File: config.mk
export PLATFORM = sky130hd
export DESIGN_NAME = ccns_queue
export DESIGN_NICKNAME = d
export VERILOG_FILES = /design/src/rtl/ccns_pkg.sv /design/src/rtl/ccns_queue.sv
export VERILOG_INCLUDE_DIRS = /design/src /design/src/rtl
export SDC_FILE = /design/constraint.sdc
export NUM_CORES = 1
export LEC_CHECK = 0
export BUFFER_PORTS_ARGS = -buffer_cell sky130_fd_sc_hd__buf_4
export CAP_MARGIN = 20
export CORE_UTILIZATION = 40
export CTS_CLUSTER_DIAMETER = 150
export DETAILED_ROUTE_END_ITERATION = 10
export SETUP_SLACK_MARGIN = 0.1
export SYNTH_ARGS = -nofsm -noshare
export SYNTH_HDL_FRONTEND = slang
export SYNTH_SLANG_ARGS = --single-unit
File: constraint.sdc
create_clock -name clk -period 3.2 [get_ports clk]
set_input_delay 0.32 -clock clk [delete_from_list [all_inputs] [get_ports clk]]
set_output_delay 0.32 -clock clk [all_outputs]
set_load 0.01 [all_outputs]
File: src/rtl/cover_crop_nearest_scaler_unit_assert.svh
// Assertion macros shared by the scaler modules
`ifndef COVER_CROP_NEAREST_SCALER_UNIT_ASSERT_SVH
`define COVER_CROP_NEAREST_SCALER_UNIT_ASSERT_SVH

// same-cycle implication, disabled during reset
`define CCNS_ASSERT_IMPLY(label, clk, rst, cond, expr) \
  label: assert property (@(posedge clk) disable iff (rst) (cond) |-> (expr)) \
    else $error("scaler check failed");

// next-cycle implication, disabled during reset
`define CCNS_ASSERT_NEXT(label, clk, rst, cond, expr) \
  label: assert property (@(posedge clk) disable iff (rst) (cond) |=> (expr)) \
    else $error("scaler check failed");

`endif

File: src/rtl/ccns_pkg.sv
// Shared constants and types of the cover-crop nearest scaler
package ccns_pkg;

  localparam int MAX_WIDTH  = 256;
  localparam int MAX_HEIGHT = 256;
  localparam int COL_W      = $clog2(MAX_WIDTH);
  localparam int ROW_W      = $clog2(MAX_HEIGHT);
  localparam int ADDR_W     = COL_W + ROW_W;
  localparam int DEPTH      = MAX_WIDTH * MAX_HEIGHT;
  localparam int DIM_W      = 9;
  localparam int CR_MAX     = (COL_W > ROW_W) ? COL_W : ROW_W;
  localparam int CRD_W      = (CR_MAX > DIM_W) ? CR_MAX : DIM_W;
  localparam int BYTE_W     = 8;
  localparam int PIX_W      = 3 * BYTE_W;
  localparam int NUM_W      = 18;
  localparam int DIV_W      = DIM_W + 1;
  localparam int IDX_W      = 2;
  localparam int IN_W       = 5 * BYTE_W;

  localparam int QDEPTH     = 32;
  localparam int QPTR_W     = $clog2(QDEPTH);
  localparam int QCNT_W     = $clog2(QDEPTH + 1);

  localparam logic [IDX_W-1:0] REG_SOURCE_WIDTH  = 2'd0;
  localparam logic [IDX_W-1:0] REG_SOURCE_HEIGHT = 2'd1;
  localparam logic [IDX_W-1:0] REG_DST_WIDTH     = 2'd2;
  localparam logic [IDX_W-1:0] REG_DST_HEIGHT    = 2'd3;

  typedef enum logic [1:0] {
    OP_WRITE,
    OP_READ,
    OP_RANGE
  } op_t;

  typedef struct packed {
    op_t               op;
    logic [ADDR_W-1:0] addr;
    logic [PIX_W-1:0]  pix;
  } entry_t;

endpackage

File: src/rtl/ccns_queue.sv
// Queue of classified beats between front and back ends
`include "cover_crop_nearest_scaler_unit_assert.svh"
module ccns_queue import ccns_pkg::*; (
  input  logic              clk,
  input  logic              rst,
  input  logic              push,
  input  entry_t            push_entry,
  input  logic              pop,
  output logic              head_valid,
  output entry_t            head_entry,
  output logic [QCNT_W-1:0] count
);

  entry_t            slots [QDEPTH];
  logic [QPTR_W-1:0] head, tail;

  always_ff @(posedge clk) begin
    if (rst) begin
      head  <= '0;
      tail  <= '0;
      count <= '0;
    end else begin
      if (push) tail <= tail + QPTR_W'(1);
      if (pop)  head <= head + QPTR_W'(1);
      count <= count + QCNT_W'(push) - QCNT_W'(pop);
    end
  end

  always_ff @(posedge clk) begin
    if (push) slots[tail] <= push_entry;
  end

  assign head_valid = (count != '0);
  assign head_entry = slots[head];

  `CCNS_ASSERT_IMPLY(a_no_overflow, clk, rst, push, count < QCNT_W'(QDEPTH))
  `CCNS_ASSERT_IMPLY(a_no_underflow, clk, rst, pop, count != '0)

endmodule

==> metrics.txt <==
Num CTS Buffers=142; drt total wl=146.4 mm; GRT Total Usage=0.2144; Yosys reg bits=1365; syn avg cell area=20.04 µm²; Post-synth EDFFs=1344; post-synth top area cell=edfxtp_1; Top Family by Delay on Critical Path=buffers and inverters; clock power share=0.414; min Tclk post-route=3444 ps; layout cell share with drive strength beyond 1=0.3474; footprint of the multi-input gates=11710 µm²; CTS tree=built; failing checks=negative setup slack; Reg area=40790 µm²; Skew-Pair Late Insertion Delay=800 ps; I/O Buffers=94; final setup fails=42; clk root buf=clkbuf_16; fmax=290.4 MHz; Reg clk slew, reported paths=60 ps; Fin. Hold Viols=0; post-DR vias/cell=5.751; drt first pass iters=5; Initial Utilization=0.4038; Max FO, Critical Path=18; I/O pin total=95; critical path launch point type=register; hpwl dp=72.43 mm; Final WS setup=-244.0 ps; vias in the first global route=27870; total net switching power=8.525 mW; post-synth top area share=0.7699; Flop pwr share=0.514; Gate power share=0.073; largest net degree at the start of global routing=59; DIE AREA=132500 µm²; outcome=finished with violations; syn_nets=2676; yosys warns=0; CP Data Arrival Time=3120 ps; DRC=0; peak supply drop=569.4 µV; # rows=132; CTS Sinks=1365; post-synthesis sequential area ratio=0.7779; initial antenna violation count=4; Int Power=30.11 mW; dpl ws=254.6 ps; DIE WIDTH=364.0 µm; kind of critical path=register to output port; Post-synth top cells=edfxtp_1, mux2_2, mux4_2; die height=364.0 µm; skew final=21.09 ps; Worst Path Buf+Inv=5; first-pass GRT wire length=200.1 mm; Power Density=603.4 nW/µm²; mapped cell area=52420 µm²; Vias=27860; core area=129800 µm²; Setup TNS=-7963 ps; CP required=2880 ps; Sw Share=0.2207; Distinct cells, synth=39; Worst-Margin Slew=805.1 ps; Lkg Pwr=20.12 nW; crit path max-delay cell type=nor3_1; final core utilization=0.4932; fillers=10510; max cap viols=0; Area growth, synth to finish=22.14%; Initial DRC Count=3193; RePlAce Congestion=0.7631; Worst slew margin=0.4620; max incr delay on CP=500 ps; post-layout net count=3049; count leader, synth=edfxtp_1; Syn Inst Count=2616; synth top area cells=edfxtp_1, mux4_2, mux2_2; Slew Limit Fails=0; Setup crit end kind=output port; critical path, cell by cell=buf_12 -> buf_16 -> buf_12 -> nand2_8 -> buf_4 -> o22ai_1 -> nor3_1 -> or4_4 -> buf_4; DR WL/cell=30.23 µm; fraction of synthesis flops using an asynchronous set or reset pin=0; fin crit share=1.076; Post-DRT Antenna Nets=0; H-tree depth=4; worst hold path class=input pin to register; RSZ-0062 raised after global routing=yes; clk buf depth=3; Post-synth top flop=edfxtp_1; Congestion Overflow GR=0
power groups by stage:
| stage | Combinational [mW] | Clock [mW] | Sequential, mW |
|---|---|---|---|
| 2_1_floorplan | 1.19 | 0 | 20.2 |
| 3_5_place_dp | 2.23 | 0 | 20.2 |
| 6_report | 2.81 | 16.0 | 19.8 |
| 4_1_cts | 2.55 | 16.2 | 19.8 |
| 5_1_grt | 2.97 | 16.9 | 19.8 |
| 3_3_place_gp | 2.16 | 0 | 20.2 |
cells by family after synthesis:
family                   synth area share
flip-flops                         0.7779
multiplexers                       0.1267
AO/OA/AOI/OAI                     0.04513
AND/OR/NAND/NOR                   0.03160
buffers and inverters             0.01370
adder cells (fa/ha/maj)          0.003485
XOR/XNOR                         0.001504
state kept, by name, summed over array words and instances (netlist names), named ones only:
register  cells
count         6
tail          5
slots      1344
head          5
routing by layer:
layer | vias to the layer above | part of all wire | GRT usage
li1 | 11600 | - | -
met4 | 4 | 0.028 | 0.06797
met3 | 222 | 0.073 | 0.03697
met2 | 1220 | 0.49 | 0.3520
met1 | 14810 | 0.41 | 0.2914
met5 | - | 0.00023 | 0
worst reg2reg max path, cell delays in order, from the launching register on:
cell     delay [ps]
dfxtp_1         420
ha_1            180
nand2_1         440
nor2_4          720
buf_12          340
what timing repair did:
item,CTS,global route
gates cloned,18,26
buffers inserted,24,35
gates resized for setup,79,150
hold buffers,45,0
pin swaps,2,46
endpoints found under the hold margin,1365,0
setup endpoints to repair,42,42
through the flow:
step | std cells | cell area [µm²] | power (mW) | hold slack (ps)
after floorplan | 2616 | 52440 | 21.40 | 418.9
after CTS | 4781 | 62540 | 38.60 | 354.3
after global routing | 4843 | 64030 | 39.67 | 416.2
final | 4844 | 64030 | 38.63 | 408.6
after global placement | 4439 | 56550 | 22.36 | 509.1
after detailed placement | 4439 | 56550 | 22.44 | 566.2
area by class of cell:
class,count,area share
diodes,2,0.00007817
clock buffers,173,0.05732
clock inverters,82,0.01274
inverters,13,0.0007621
multi-input cells,1090,0.1829
flip-flops and latches,1365,0.6370
well taps,1742,0.03404
repair buffers,377,0.07514
worst paths after layout:
check	startpoint	to	slack (ps)	cells past startpoint
worst max register to register	tail[0]$_SDFFE_PP0P_	slots[1][34]$_DFFE_PP_	720	4
worst min register to register	head[3]$_SDFFE_PP0P_	register	570	2
worst min-delay path	rst	count[1]$_SDFF_PP0_	410	3
worst max-delay path	register	head_entry[10]	-240	9
layout by cell type, fill, tap and decap left out, types with 49 or more instances in the layout:
cell type	Yosys	routed
buf_6	9	51
mux2_2	252	252
clkbuf_16	0	165
buf_4	4	173
buf_12	0	49
a211oi_1	84	80
nor2b_1	86	85
mux4_2	168	168
nor3_1	86	75
o22ai_1	84	61
a22o_1	84	84
edfxtp_1	1344	1344
o21ai_0	85	61
Note: power is estimated with default switching activity, not from simulation.
