**src/rtl/cover_crop_nearest_scaler_unit_assert.svh**
```systemverilog
// Assertion macros shared by the scaler modules
`ifndef COVER_CROP_NEAREST_SCALER_UNIT_ASSERT_SVH
`define COVER_CROP_NEAREST_SCALER_UNIT_ASSERT_SVH

// same-cycle implication, disabled during reset
`define CCNS_ASSERT_IMPLY(label, clk, rst, cond, expr) \
  label: assert property (@(posedge clk) disable iff (rst) (cond) |-> (expr)) \
    else $error("scaler check failed");

// next-cycle implication, disabled during reset
`define CCNS_ASSERT_NEXT(label, clk, rst, cond, expr) \
  label: assert property (@(posedge clk) disable iff (rst) (cond) |=> (expr)) \
    else $error("scaler check failed");

`endif

```
**src/rtl/ccns_pkg.sv**
```systemverilog
// Shared constants and types of the cover-crop nearest scaler
package ccns_pkg;

  localparam int MAX_WIDTH  = 256;
  localparam int MAX_HEIGHT = 256;
  localparam int COL_W      = $clog2(MAX_WIDTH);
  localparam int ROW_W      = $clog2(MAX_HEIGHT);
  localparam int ADDR_W     = COL_W + ROW_W;
  localparam int DEPTH      = MAX_WIDTH * MAX_HEIGHT;
  localparam int DIM_W      = 9;
  localparam int CR_MAX     = (COL_W > ROW_W) ? COL_W : ROW_W;
  localparam int CRD_W      = (CR_MAX > DIM_W) ? CR_MAX : DIM_W;
  localparam int BYTE_W     = 8;
  localparam int PIX_W      = 3 * BYTE_W;
  localparam int NUM_W      = 18;
  localparam int DIV_W      = DIM_W + 1;
  localparam int IDX_W      = 2;
  localparam int IN_W       = 5 * BYTE_W;

  localparam int QDEPTH     = 32;
  localparam int QPTR_W     = $clog2(QDEPTH);
  localparam int QCNT_W     = $clog2(QDEPTH + 1);

  localparam logic [IDX_W-1:0] REG_SOURCE_WIDTH  = 2'd0;
  localparam logic [IDX_W-1:0] REG_SOURCE_HEIGHT = 2'd1;
  localparam logic [IDX_W-1:0] REG_DST_WIDTH     = 2'd2;
  localparam logic [IDX_W-1:0] REG_DST_HEIGHT    = 2'd3;

  typedef enum logic [1:0] {
    OP_WRITE,
    OP_READ,
    OP_RANGE
  } op_t;

  typedef struct packed {
    op_t               op;
    logic [ADDR_W-1:0] addr;
    logic [PIX_W-1:0]  pix;
  } entry_t;

endpackage

```
**src/rtl/ccns_div.sv**
```systemverilog
// Pipelined restoring divider, one quotient bit per stage
module ccns_div import ccns_pkg::*; (
  input  logic             clk,
  input  logic [NUM_W-1:0] dividend,
  input  logic [DIV_W-1:0] divisor,
  output logic [NUM_W-1:0] quotient
);

  logic [DIV_W-1:0] rem [NUM_W-1];
  logic [NUM_W-1:0] dvd [NUM_W];

  for (genvar i = 0; i < NUM_W; i++) begin : g_stage
    logic [DIV_W-1:0] rem_in;
    logic [NUM_W-1:0] dvd_in;
    logic [DIV_W:0]   trial;
    logic [DIV_W:0]   diff;
    logic             qbit;

    if (i == 0) begin : g_first
      assign rem_in = '0;
      assign dvd_in = dividend;
    end else begin : g_next
      assign rem_in = rem[i-1];
      assign dvd_in = dvd[i-1];
    end

    assign trial = {rem_in, dvd_in[NUM_W-1]};
    assign diff  = trial - {1'b0, divisor};
    assign qbit  = (trial >= {1'b0, divisor});

    always_ff @(posedge clk) begin
      dvd[i] <= {dvd_in[NUM_W-2:0], qbit};
    end

    if (i < NUM_W - 1) begin : g_rem
      always_ff @(posedge clk) begin
        rem[i] <= qbit ? diff[DIV_W-1:0] : trial[DIV_W-1:0];
      end
    end
  end

  assign quotient = dvd[NUM_W-1];

endmodule

```
**src/rtl/ccns_front.sv**
```systemverilog
// Front end: configuration, beat classification and coordinate mapping
module ccns_front import ccns_pkg::*; (
  input  logic              clk,
  input  logic              rst,
  input  logic              s_tvalid,
  output logic              s_tready,
  input  logic [IN_W-1:0]   s_tdata,
  input  logic              s_tuser,
  input  logic              cfg_wen,
  input  logic [IDX_W-1:0]  cfg_index,
  input  logic [DIM_W-1:0]  cfg_data,
  input  logic [QCNT_W-1:0] q_count,
  output logic              q_push,
  output entry_t            q_entry
);

  localparam int DELAY = 4;

  typedef struct packed {
    logic              kind;
    logic [BYTE_W-1:0] col;
    logic [BYTE_W-1:0] row;
    logic [PIX_W-1:0]  pix;
  } item_t;

  typedef struct packed {
    logic              valid;
    logic              keep;
    op_t               op;
    logic [BYTE_W-1:0] col;
    logic [BYTE_W-1:0] row;
    logic [PIX_W-1:0]  pix;
  } side_t;

  function automatic logic [DIM_W-1:0] sat_dim(input logic [DIM_W-1:0] v, input int maxv);
    logic [DIM_W-1:0] r;
    r = v;
    if (v == '0) r = DIM_W'(1);
    else if (int'(v) > maxv) r = DIM_W'(maxv);
    return r;
  endfunction

  logic [DIM_W-1:0] source_width, source_height, dst_width, dst_height;

  always_ff @(posedge clk) begin
    if (rst) begin
      source_width  <= DIM_W'(256);
      source_height <= DIM_W'(256);
      dst_width     <= '0;
      dst_height    <= '0;
    end else if (cfg_wen) begin
      unique case (cfg_index)
        REG_SOURCE_WIDTH:  source_width  <= cfg_data;
        REG_SOURCE_HEIGHT: source_height <= cfg_data;
        REG_DST_WIDTH:     dst_width     <= cfg_data;
        REG_DST_HEIGHT:    dst_height    <= cfg_data;
      endcase
    end
  end

  // geometry derived from the registers, four register levels deep
  logic [DIM_W-1:0] sw1, sh1, tw1, th1;
  logic [NUM_W-1:0] pa1, pb1;
  logic [DIM_W-1:0] sw2, sh2, tw2, th2, num2, den2;
  logic             id2;
  logic [DIM_W-1:0] sw3, sh3, tw3, th3, num3, den3;
  logic             id3;
  logic [NUM_W-1:0] bx3, cx3, by3, cy3;
  logic [DIM_W-1:0] sw4, sh4, twe4, the4, den4;
  logic             id4;
  logic [DIV_W-1:0] div4;
  logic [NUM_W-1:0] offx4, offy4;
  logic [DIM_W-1:0] sat_w, sat_h;

  assign sat_w = sat_dim(source_width, MAX_WIDTH);
  assign sat_h = sat_dim(source_height, MAX_HEIGHT);

  always_ff @(posedge clk) begin
    sw1  <= sat_w;
    sh1  <= sat_h;
    tw1  <= dst_width;
    th1  <= dst_height;
    pa1  <= NUM_W'(dst_width * sat_h);
    pb1  <= NUM_W'(dst_height * sat_w);

    sw2  <= sw1;
    sh2  <= sh1;
    tw2  <= tw1;
    th2  <= th1;
    id2  <= (tw1 == '0) || (th1 == '0) || ((tw1 == sw1) && (th1 == sh1));
    num2 <= (pa1 >= pb1) ? tw1 : th1;
    den2 <= (pa1 >= pb1) ? sw1 : sh1;

    sw3  <= sw2;
    sh3  <= sh2;
    tw3  <= tw2;
    th3  <= th2;
    id3  <= id2;
    num3 <= num2;
    den3 <= den2;
    bx3  <= NUM_W'(sw2 * num2);
    cx3  <= NUM_W'(tw2 * den2);
    by3  <= NUM_W'(sh2 * num2);
    cy3  <= NUM_W'(th2 * den2);

    sw4   <= sw3;
    sh4   <= sh3;
    id4   <= id3;
    den4  <= den3;
    twe4  <= id3 ? sw3 : tw3;
    the4  <= id3 ? sh3 : th3;
    div4  <= {num3, 1'b0};
    offx4 <= ((cx3 > bx3) ? '0 : bx3 - cx3) + NUM_W'(den3);
    offy4 <= ((cy3 > by3) ? '0 : by3 - cy3) + NUM_W'(den3);
  end

  // credit towards the queue
  logic              accept;
  logic              leave;
  logic [QCNT_W-1:0] inflight;
  logic [QCNT_W:0]   credit_sum;

  assign accept     = s_tvalid && s_tready;
  assign credit_sum = {1'b0, inflight} + {1'b0, q_count};
  assign s_tready   = (credit_sum < (QCNT_W+1)'(QDEPTH));

  always_ff @(posedge clk) begin
    if (rst) begin
      inflight <= '0;
    end else begin
      inflight <= inflight + QCNT_W'(accept) - QCNT_W'(leave);
    end
  end

  // hold beats until the geometry has settled
  logic  dly_valid [DELAY];
  item_t dly_item  [DELAY];

  always_ff @(posedge clk) begin
    if (rst) begin
      for (int i = 0; i < DELAY; i++) dly_valid[i] <= 1'b0;
    end else begin
      dly_valid[0] <= accept;
      for (int i = 1; i < DELAY; i++) dly_valid[i] <= dly_valid[i-1];
    end
  end

  always_ff @(posedge clk) begin
    dly_item[0] <= '{kind: s_tuser, col: s_tdata[7:0], row: s_tdata[15:8],
                     pix: {s_tdata[23:16], s_tdata[31:24], s_tdata[39:32]}};
    for (int i = 1; i < DELAY; i++) dly_item[i] <= dly_item[i-1];
  end

  // classify and form the dividends
  item_t             ci;
  side_t             c_side;
  logic [NUM_W-1:0]  c_numx, c_numy;
  logic [NUM_W-2:0]  c_prodx, c_prody;
  logic              c_oor, c_wr_ok;

  assign ci      = dly_item[DELAY-1];
  assign c_oor   = ({1'b0, ci.col} >= twe4) || ({1'b0, ci.row} >= the4);
  assign c_wr_ok = ({1'b0, ci.col} < sw4) && ({1'b0, ci.row} < sh4);
  assign c_prodx = (NUM_W-1)'(ci.col) * (NUM_W-1)'(den4);
  assign c_prody = (NUM_W-1)'(ci.row) * (NUM_W-1)'(den4);

  always_ff @(posedge clk) begin
    if (rst) begin
      c_side.valid <= 1'b0;
    end else begin
      c_side.valid <= dly_valid[DELAY-1];
    end
    c_side.keep <= ci.kind || c_wr_ok;
    priority if (!ci.kind) c_side.op <= OP_WRITE;
    else if (c_oor)        c_side.op <= OP_RANGE;
    else                   c_side.op <= OP_READ;
    c_side.col <= ci.col;
    c_side.row <= ci.row;
    c_side.pix <= ci.pix;
    c_numx <= offx4 + {c_prodx, 1'b0};
    c_numy <= offy4 + {c_prody, 1'b0};
  end

  logic [NUM_W-1:0] qx, qy;

  ccns_div u_div_x (.clk(clk), .dividend(c_numx), .divisor(div4), .quotient(qx));
  ccns_div u_div_y (.clk(clk), .dividend(c_numy), .divisor(div4), .quotient(qy));

  side_t sb [NUM_W];

  always_ff @(posedge clk) begin
    if (rst) begin
      for (int i = 0; i < NUM_W; i++) sb[i].valid <= 1'b0;
    end else begin
      sb[0].valid <= c_side.valid;
      for (int i = 1; i < NUM_W; i++) sb[i].valid <= sb[i-1].valid;
    end
    sb[0].keep <= c_side.keep;
    sb[0].op   <= c_side.op;
    sb[0].col  <= c_side.col;
    sb[0].row  <= c_side.row;
    sb[0].pix  <= c_side.pix;
    for (int i = 1; i < NUM_W; i++) begin
      sb[i].keep <= sb[i-1].keep;
      sb[i].op   <= sb[i-1].op;
      sb[i].col  <= sb[i-1].col;
      sb[i].row  <= sb[i-1].row;
      sb[i].pix  <= sb[i-1].pix;
    end
  end

  // clamp, select and address
  side_t            ls;
  logic [DIM_W-1:0] smx, smy, cxq, cyq;
  logic [CRD_W-1:0] sx, sy;
  logic             f_valid, f_keep;
  entry_t           f_entry;

  assign ls  = sb[NUM_W-1];
  assign smx = sw4 - DIM_W'(1);
  assign smy = sh4 - DIM_W'(1);
  assign cxq = (qx > NUM_W'(smx)) ? smx : qx[DIM_W-1:0];
  assign cyq = (qy > NUM_W'(smy)) ? smy : qy[DIM_W-1:0];

  always_comb begin
    if (ls.op == OP_WRITE || id4) begin
      sx = CRD_W'(ls.col);
      sy = CRD_W'(ls.row);
    end else begin
      sx = CRD_W'(cxq);
      sy = CRD_W'(cyq);
    end
  end

  always_ff @(posedge clk) begin
    if (rst) begin
      f_valid <= 1'b0;
    end else begin
      f_valid <= ls.valid;
    end
    f_keep       <= ls.keep;
    f_entry.op   <= ls.op;
    f_entry.addr <= {sy[ROW_W-1:0], sx[COL_W-1:0]};
    f_entry.pix  <= ls.pix;
  end

  assign leave   = f_valid;
  assign q_push  = f_valid && f_keep;
  assign q_entry = f_entry;

endmodule

```
**config.mk**
```make
export PLATFORM = sky130hd
export DESIGN_NAME = ccns_front
export DESIGN_NICKNAME = d
export VERILOG_FILES = /design/src/rtl/cover_crop_nearest_scaler_unit_assert.svh /design/src/rtl/ccns_pkg.sv /design/src/rtl/ccns_div.sv /design/src/rtl/ccns_front.sv
export SDC_FILE = /design/constraint.sdc
export NUM_CORES = 2
export LEC_CHECK = 0
export BUFFER_PORTS_ARGS = -buffer_cell sky130_fd_sc_hd__buf_4
export CAP_MARGIN = 10
export CORE_MARGIN = 2
export CORE_UTILIZATION = 35
export CTS_BUF_LIST = sky130_fd_sc_hd__clkbuf_4 sky130_fd_sc_hd__clkbuf_8 sky130_fd_sc_hd__clkbuf_16
export CTS_CLUSTER_SIZE = 20
export DETAILED_ROUTE_END_ITERATION = 12
export GPL_TIMING_DRIVEN = 0
export PLACE_DENSITY = 0.59
export SKIP_LAST_GASP = 1
export SLEW_MARGIN = 0
export SYNTH_ARGS = -nofsm -noshare
export SYNTH_HDL_FRONTEND = slang
export SYNTH_SLANG_ARGS = --single-unit
```
**constraint.sdc**
```tcl
create_clock -name clk -period 5.2 [get_ports clk]
set_input_delay 1.04 -clock clk [delete_from_list [all_inputs] [get_ports clk]]
set_output_delay 1.04 -clock clk [all_outputs]
set_load 0.02 [all_outputs]
```
==> impl_metrics.env <==
export IMPL_rr_startpoint="dly_item[3][34]"
export IMPL_syn_avg_cell_area_um2=11.5
export IMPL_crit_required_ns=5.93
export IMPL_holdCritStartpoint="s_tdata[20]"
export IMPL_tns_ns=-1.52
export IMPL_netlist_top_cells_count="2459 x dfxtp_1, 946 x inv_1, 776 x ha_1"
export IMPL_area_growth_pct=17.4
export IMPL_hold_violations=0
export IMPL_hold_class="input port to register"
export IMPL_grt_total_usage=0.134
export IMPL_outcome="finished with violations"
export IMPL_slew_headroom=0.225
export IMPL_die_w_um=518
export IMPL_setup_viol=6
export IMPL_maxCapViolCount=0
export IMPL_maxSlewViolCount=0
export IMPL_use_met2=0.227
export IMPL_row_count=188
export IMPL_core_um2=262000
export IMPL_worst_path_most_repeated_cell="fa_1"
export IMPL_synth_edff_count=0
export IMPL_grtUsageMet3=0.0237
export IMPL_n_fill_cell=24600
export IMPL_numCtsBuffers=246
export IMPL_io_buffers=104
export IMPL_grt_pass1_vias=56400
export IMPL_crit_type="register to register"
export IMPL_multi_input_area_um2=40100
export IMPL_cp_top_family="adder cells"
export IMPL_grtUsageMet1=0.167
export IMPL_fin_nets=9729
export IMPL_tightestPinTransition_ns=1.15
export IMPL_clock_sinks=2459
export IMPL_gp_congestion=0.850
export IMPL_rrSetupSlack_ns=-0.45
export IMPL_io_pins=106
export IMPL_cts_max_level=4
export IMPL_vias=54500
export IMPL_setup_ws_ns=-0.446
export IMPL_synth_cell_types=79
export IMPL_fin_area_um2=108000
export IMPL_fin_crit_sh=1.09
export IMPL_die_height_um=518
export IMPL_synth_top_area_frac=0.533
export IMPL_drive_gt1_frac=0.142
export IMPL_yosys_area_top_type="dfxtp_1"
export IMPL_cp_num_buf_inv=3
export IMPL_post_dp_hpwl_mm=134
export IMPL_cts_hold_buf=0
export IMPL_finalWirelength_mm=182
export IMPL_min_period_ns=5.65
export IMPL_max_freq_mhz=177
export IMPL_ys_seq_elements=2459
export IMPL_grt_pass1_wl_mm=292
export IMPL_cts_root_buffer="clkbuf_16"
export IMPL_leakagePower_nw=48.8
export IMPL_crit_chain="buf_12 > and2_4 > fa_1 > fa_1 > fa_1 > inv_1 > fa_1 > inv_1 > ha_4 > a21o_1 > a31oi_2 > nand2b_1 > nor2b_1 > xnor2_1 > ha_1 > a21o_1 > a22o_4 > a2111oi_4 > o21bai_1 > a21oi_2 > xnor2_2 > xnor2_4"
export IMPL_rsz0062_at_grt="true"
export IMPL_cp_max_fo=5
export IMPL_violations="setup timing"
export IMPL_ys_warnings_count=0
export IMPL_max_stage_delay_ns=0.55
export IMPL_yosysSeqAreaShare=0.533
export IMPL_reg2regPathDepth=22
export IMPL_peakVddDrop_mv=0.351
export IMPL_dieArea_um2=268000
export IMPL_clockBufferDepth=4
export IMPL_cpMaxStageDelayCell="fa_1"
export IMPL_synth_main_ff_cell="dfxtp_1"
export IMPL_antenna_found_initial=5
export IMPL_placed_area_um2=97900
export IMPL_drt_iter0_drc=2263
export IMPL_critPathLaunchType="register"
export IMPL_min_to="dly_item[0][20]"
export IMPL_top_usage_layer="met2"
export IMPL_hold_depth=1
export IMPL_grt_start_max_net_pins=26
export IMPL_synth_area_um2=92300
export IMPL_seq_area_um2=49400
export IMPL_worstSkewPairLatency_ns=0.91
export IMPL_grt_ovfl_total=0
export IMPL_arrival_ns=6.37
export IMPL_dr_pass1_iters=7
export IMPL_powerDensity_nw_per_um2=502
export IMPL_initial_core_util=0.352
export IMPL_timing_rr_end="c_numx[17]"
export IMPL_drtAntennaViolNets=0
export IMPL_async_flop_share=0
export IMPL_path_clk_slew_ns=0.06
export IMPL_drcViolationCount=0
export IMPL_synth_area_leaders="dfxtp_1 53%, ha_1 11%, fa_1 9.2%, inv_1 3.8%, mux2_2 2.8%"
export IMPL_syn_inst=8023
export IMPL_synth_most_common_cell="dfxtp_1"
export IMPL_tritoncts="done"
export IMPL_endpoint_kind="register"
export IMPL_wl_per_cell_um=15.0
export IMPL_viasPerCell=4.48
export IMPL_fin_skew_ns=0.0760
-- cells in the final DEF (no fill, tap or decap), types with 18 or more instances in the layout --
cell type	n
clkbuf_8	41
dfxtp_1	2406
nand2_1	556
clkinvlp_4	19
xnor2_1	243
buf_4	204
nor2_1	347
o21ai_0	220
nand4_1	68
a211oi_1	20
clkbuf_16	253
buf_6	18
a21boi_0	102
or3_1	19
xor2_1	81
nand3_1	37
and2_1	322
clkbuf_1	28
clkbuf_2	24
mux2_2	229
nor2b_1	144
a21oi_1	182
fa_1	414
clkbuf_4	47
nor3_1	71
nor2_2	36
dfxtp_4	31
a221oi_1	33
a21o_1	88
mux2i_1	82
inv_1	924
clkinv_2	30
bufinv_16	23
ha_1	748
ha_4	23
and2_4	18
inv_2	22
dfxtp_2	22
nand2b_1	53
and4b_1	22
-- report_power, final --
group	total, W	internal, W	leakage [nW]	switching (W)
Combinational	0.0127	0.00610	24.1	0.00657
Clock	0.0179	0.0107	4.17	0.00722
Sequential	0.0238	0.0224	20.5	0.00137
Total	0.0544	0.0392	48.8	0.0152
-- metrics by stage --
stage | hold WS [ns] | total power, W | instances | utilization | setup WS, ns
5_1_grt | 0.159 | 0.0577 | 12200 | 0.413 | -0.632
3_5_place_dp | 0.312 | 0.0365 | 11700 | 0.373 | -1.27
3_3_place_gp | 0.309 | 0.0360 | 11600 | 0.373 | -2.49
2_1_floorplan | 0.310 | 0.0333 | 8030 | - | -0.00154
4_1_cts | 0.137 | 0.0549 | 12200 | 0.410 | -0.606
6_report | 0.233 | 0.0544 | 12200 | 0.413 | -0.446
-- cell type report --
cell class / count / share of cell area
flip-flops and latches: 2459 / 0.456
well taps: 3515 / 0.0406
clock inverters: 108 / 0.0126
multi-input cells: 4498 / 0.370
repair buffers: 230 / 0.0179
clock buffers: 330 / 0.0651
plain buffers: 87 / 0.00505
diodes: 6 / 0.000139
inverters: 946 / 0.0328
-- what timing repair did --
item,in CTS,in global routing
hold endpoints to repair,0,0
endpoints found under the setup margin,53,48
gates resized for setup,193,166
gates cloned,0,1
setup buffers,86,33
pin swaps,115,112
-- registers in the layout, summed over array words and instances, names as in the netlist, 42 cells and up --
name / flops
u_div_x.rem: 170
c_side: 44
sb: 792
u_div_y.rem: 170
dly_item: 164
u_div_x.dvd: 324
q_entry: 42
u_div_y.dvd: 324
-- kinds of logic after synthesis --
kind of cell	synth area share
AND/OR/NAND/NOR	0.0965
AO/OA/AOI/OAI	0.0604
adder cells (fa/ha/maj)	0.197
multiplexers	0.0368
XOR/XNOR	0.0324
buffers and inverters	0.0436
flip-flops	0.533
other	0.0000406
-- metal layers --
layer / up-vias / routed length (um)
met5: - / 0
met4: 0 / 7270
met3: 398 / 8430
met2: 961 / 85400
met1: 26200 / 81300
li1: 27000 / -
-- worst register-to-register path: stages (launching register included) --
cell and delay [ns]:
dfxtp_4 0.36, buf_12 0.14, and2_4 0.16, fa_1 0.56, fa_1 0.44, fa_1 0.50
inv_1 0.06, fa_1 0.53, inv_1 0.06, ha_4 0.23, a21o_1 0.17, a31oi_2 0.17
nand2b_1 0.13, nor2b_1 0.16, xnor2_1 0.14, ha_1 0.27, a21o_1 0.20, a22o_4 0.25
a2111oi_4 0.20, o21bai_1 0.12, a21oi_2 0.17, xnor2_2 0.13, xnor2_4 0.34
-- worst max path at each step --
stage / startpoint / to / slack, ns / cells past startpoint
2_1_floorplan: den4[5] / c_numx[17] / -0.002 / 22
3_3_place_gp: div4[2] / u_div_x.rem[8][8] / -2.49 / 7
3_5_place_dp: dly_item[3][37] / c_numx[17] / -1.27 / 24
4_1_cts: dly_item[3][34] / c_numx[17] / -0.61 / 25
5_1_grt: den4[2] / c_numy[17] / -0.63 / 25
6_report: dly_item[3][34] / c_numx[17] / -0.45 / 22
Power figures use the tool's default switching activity.
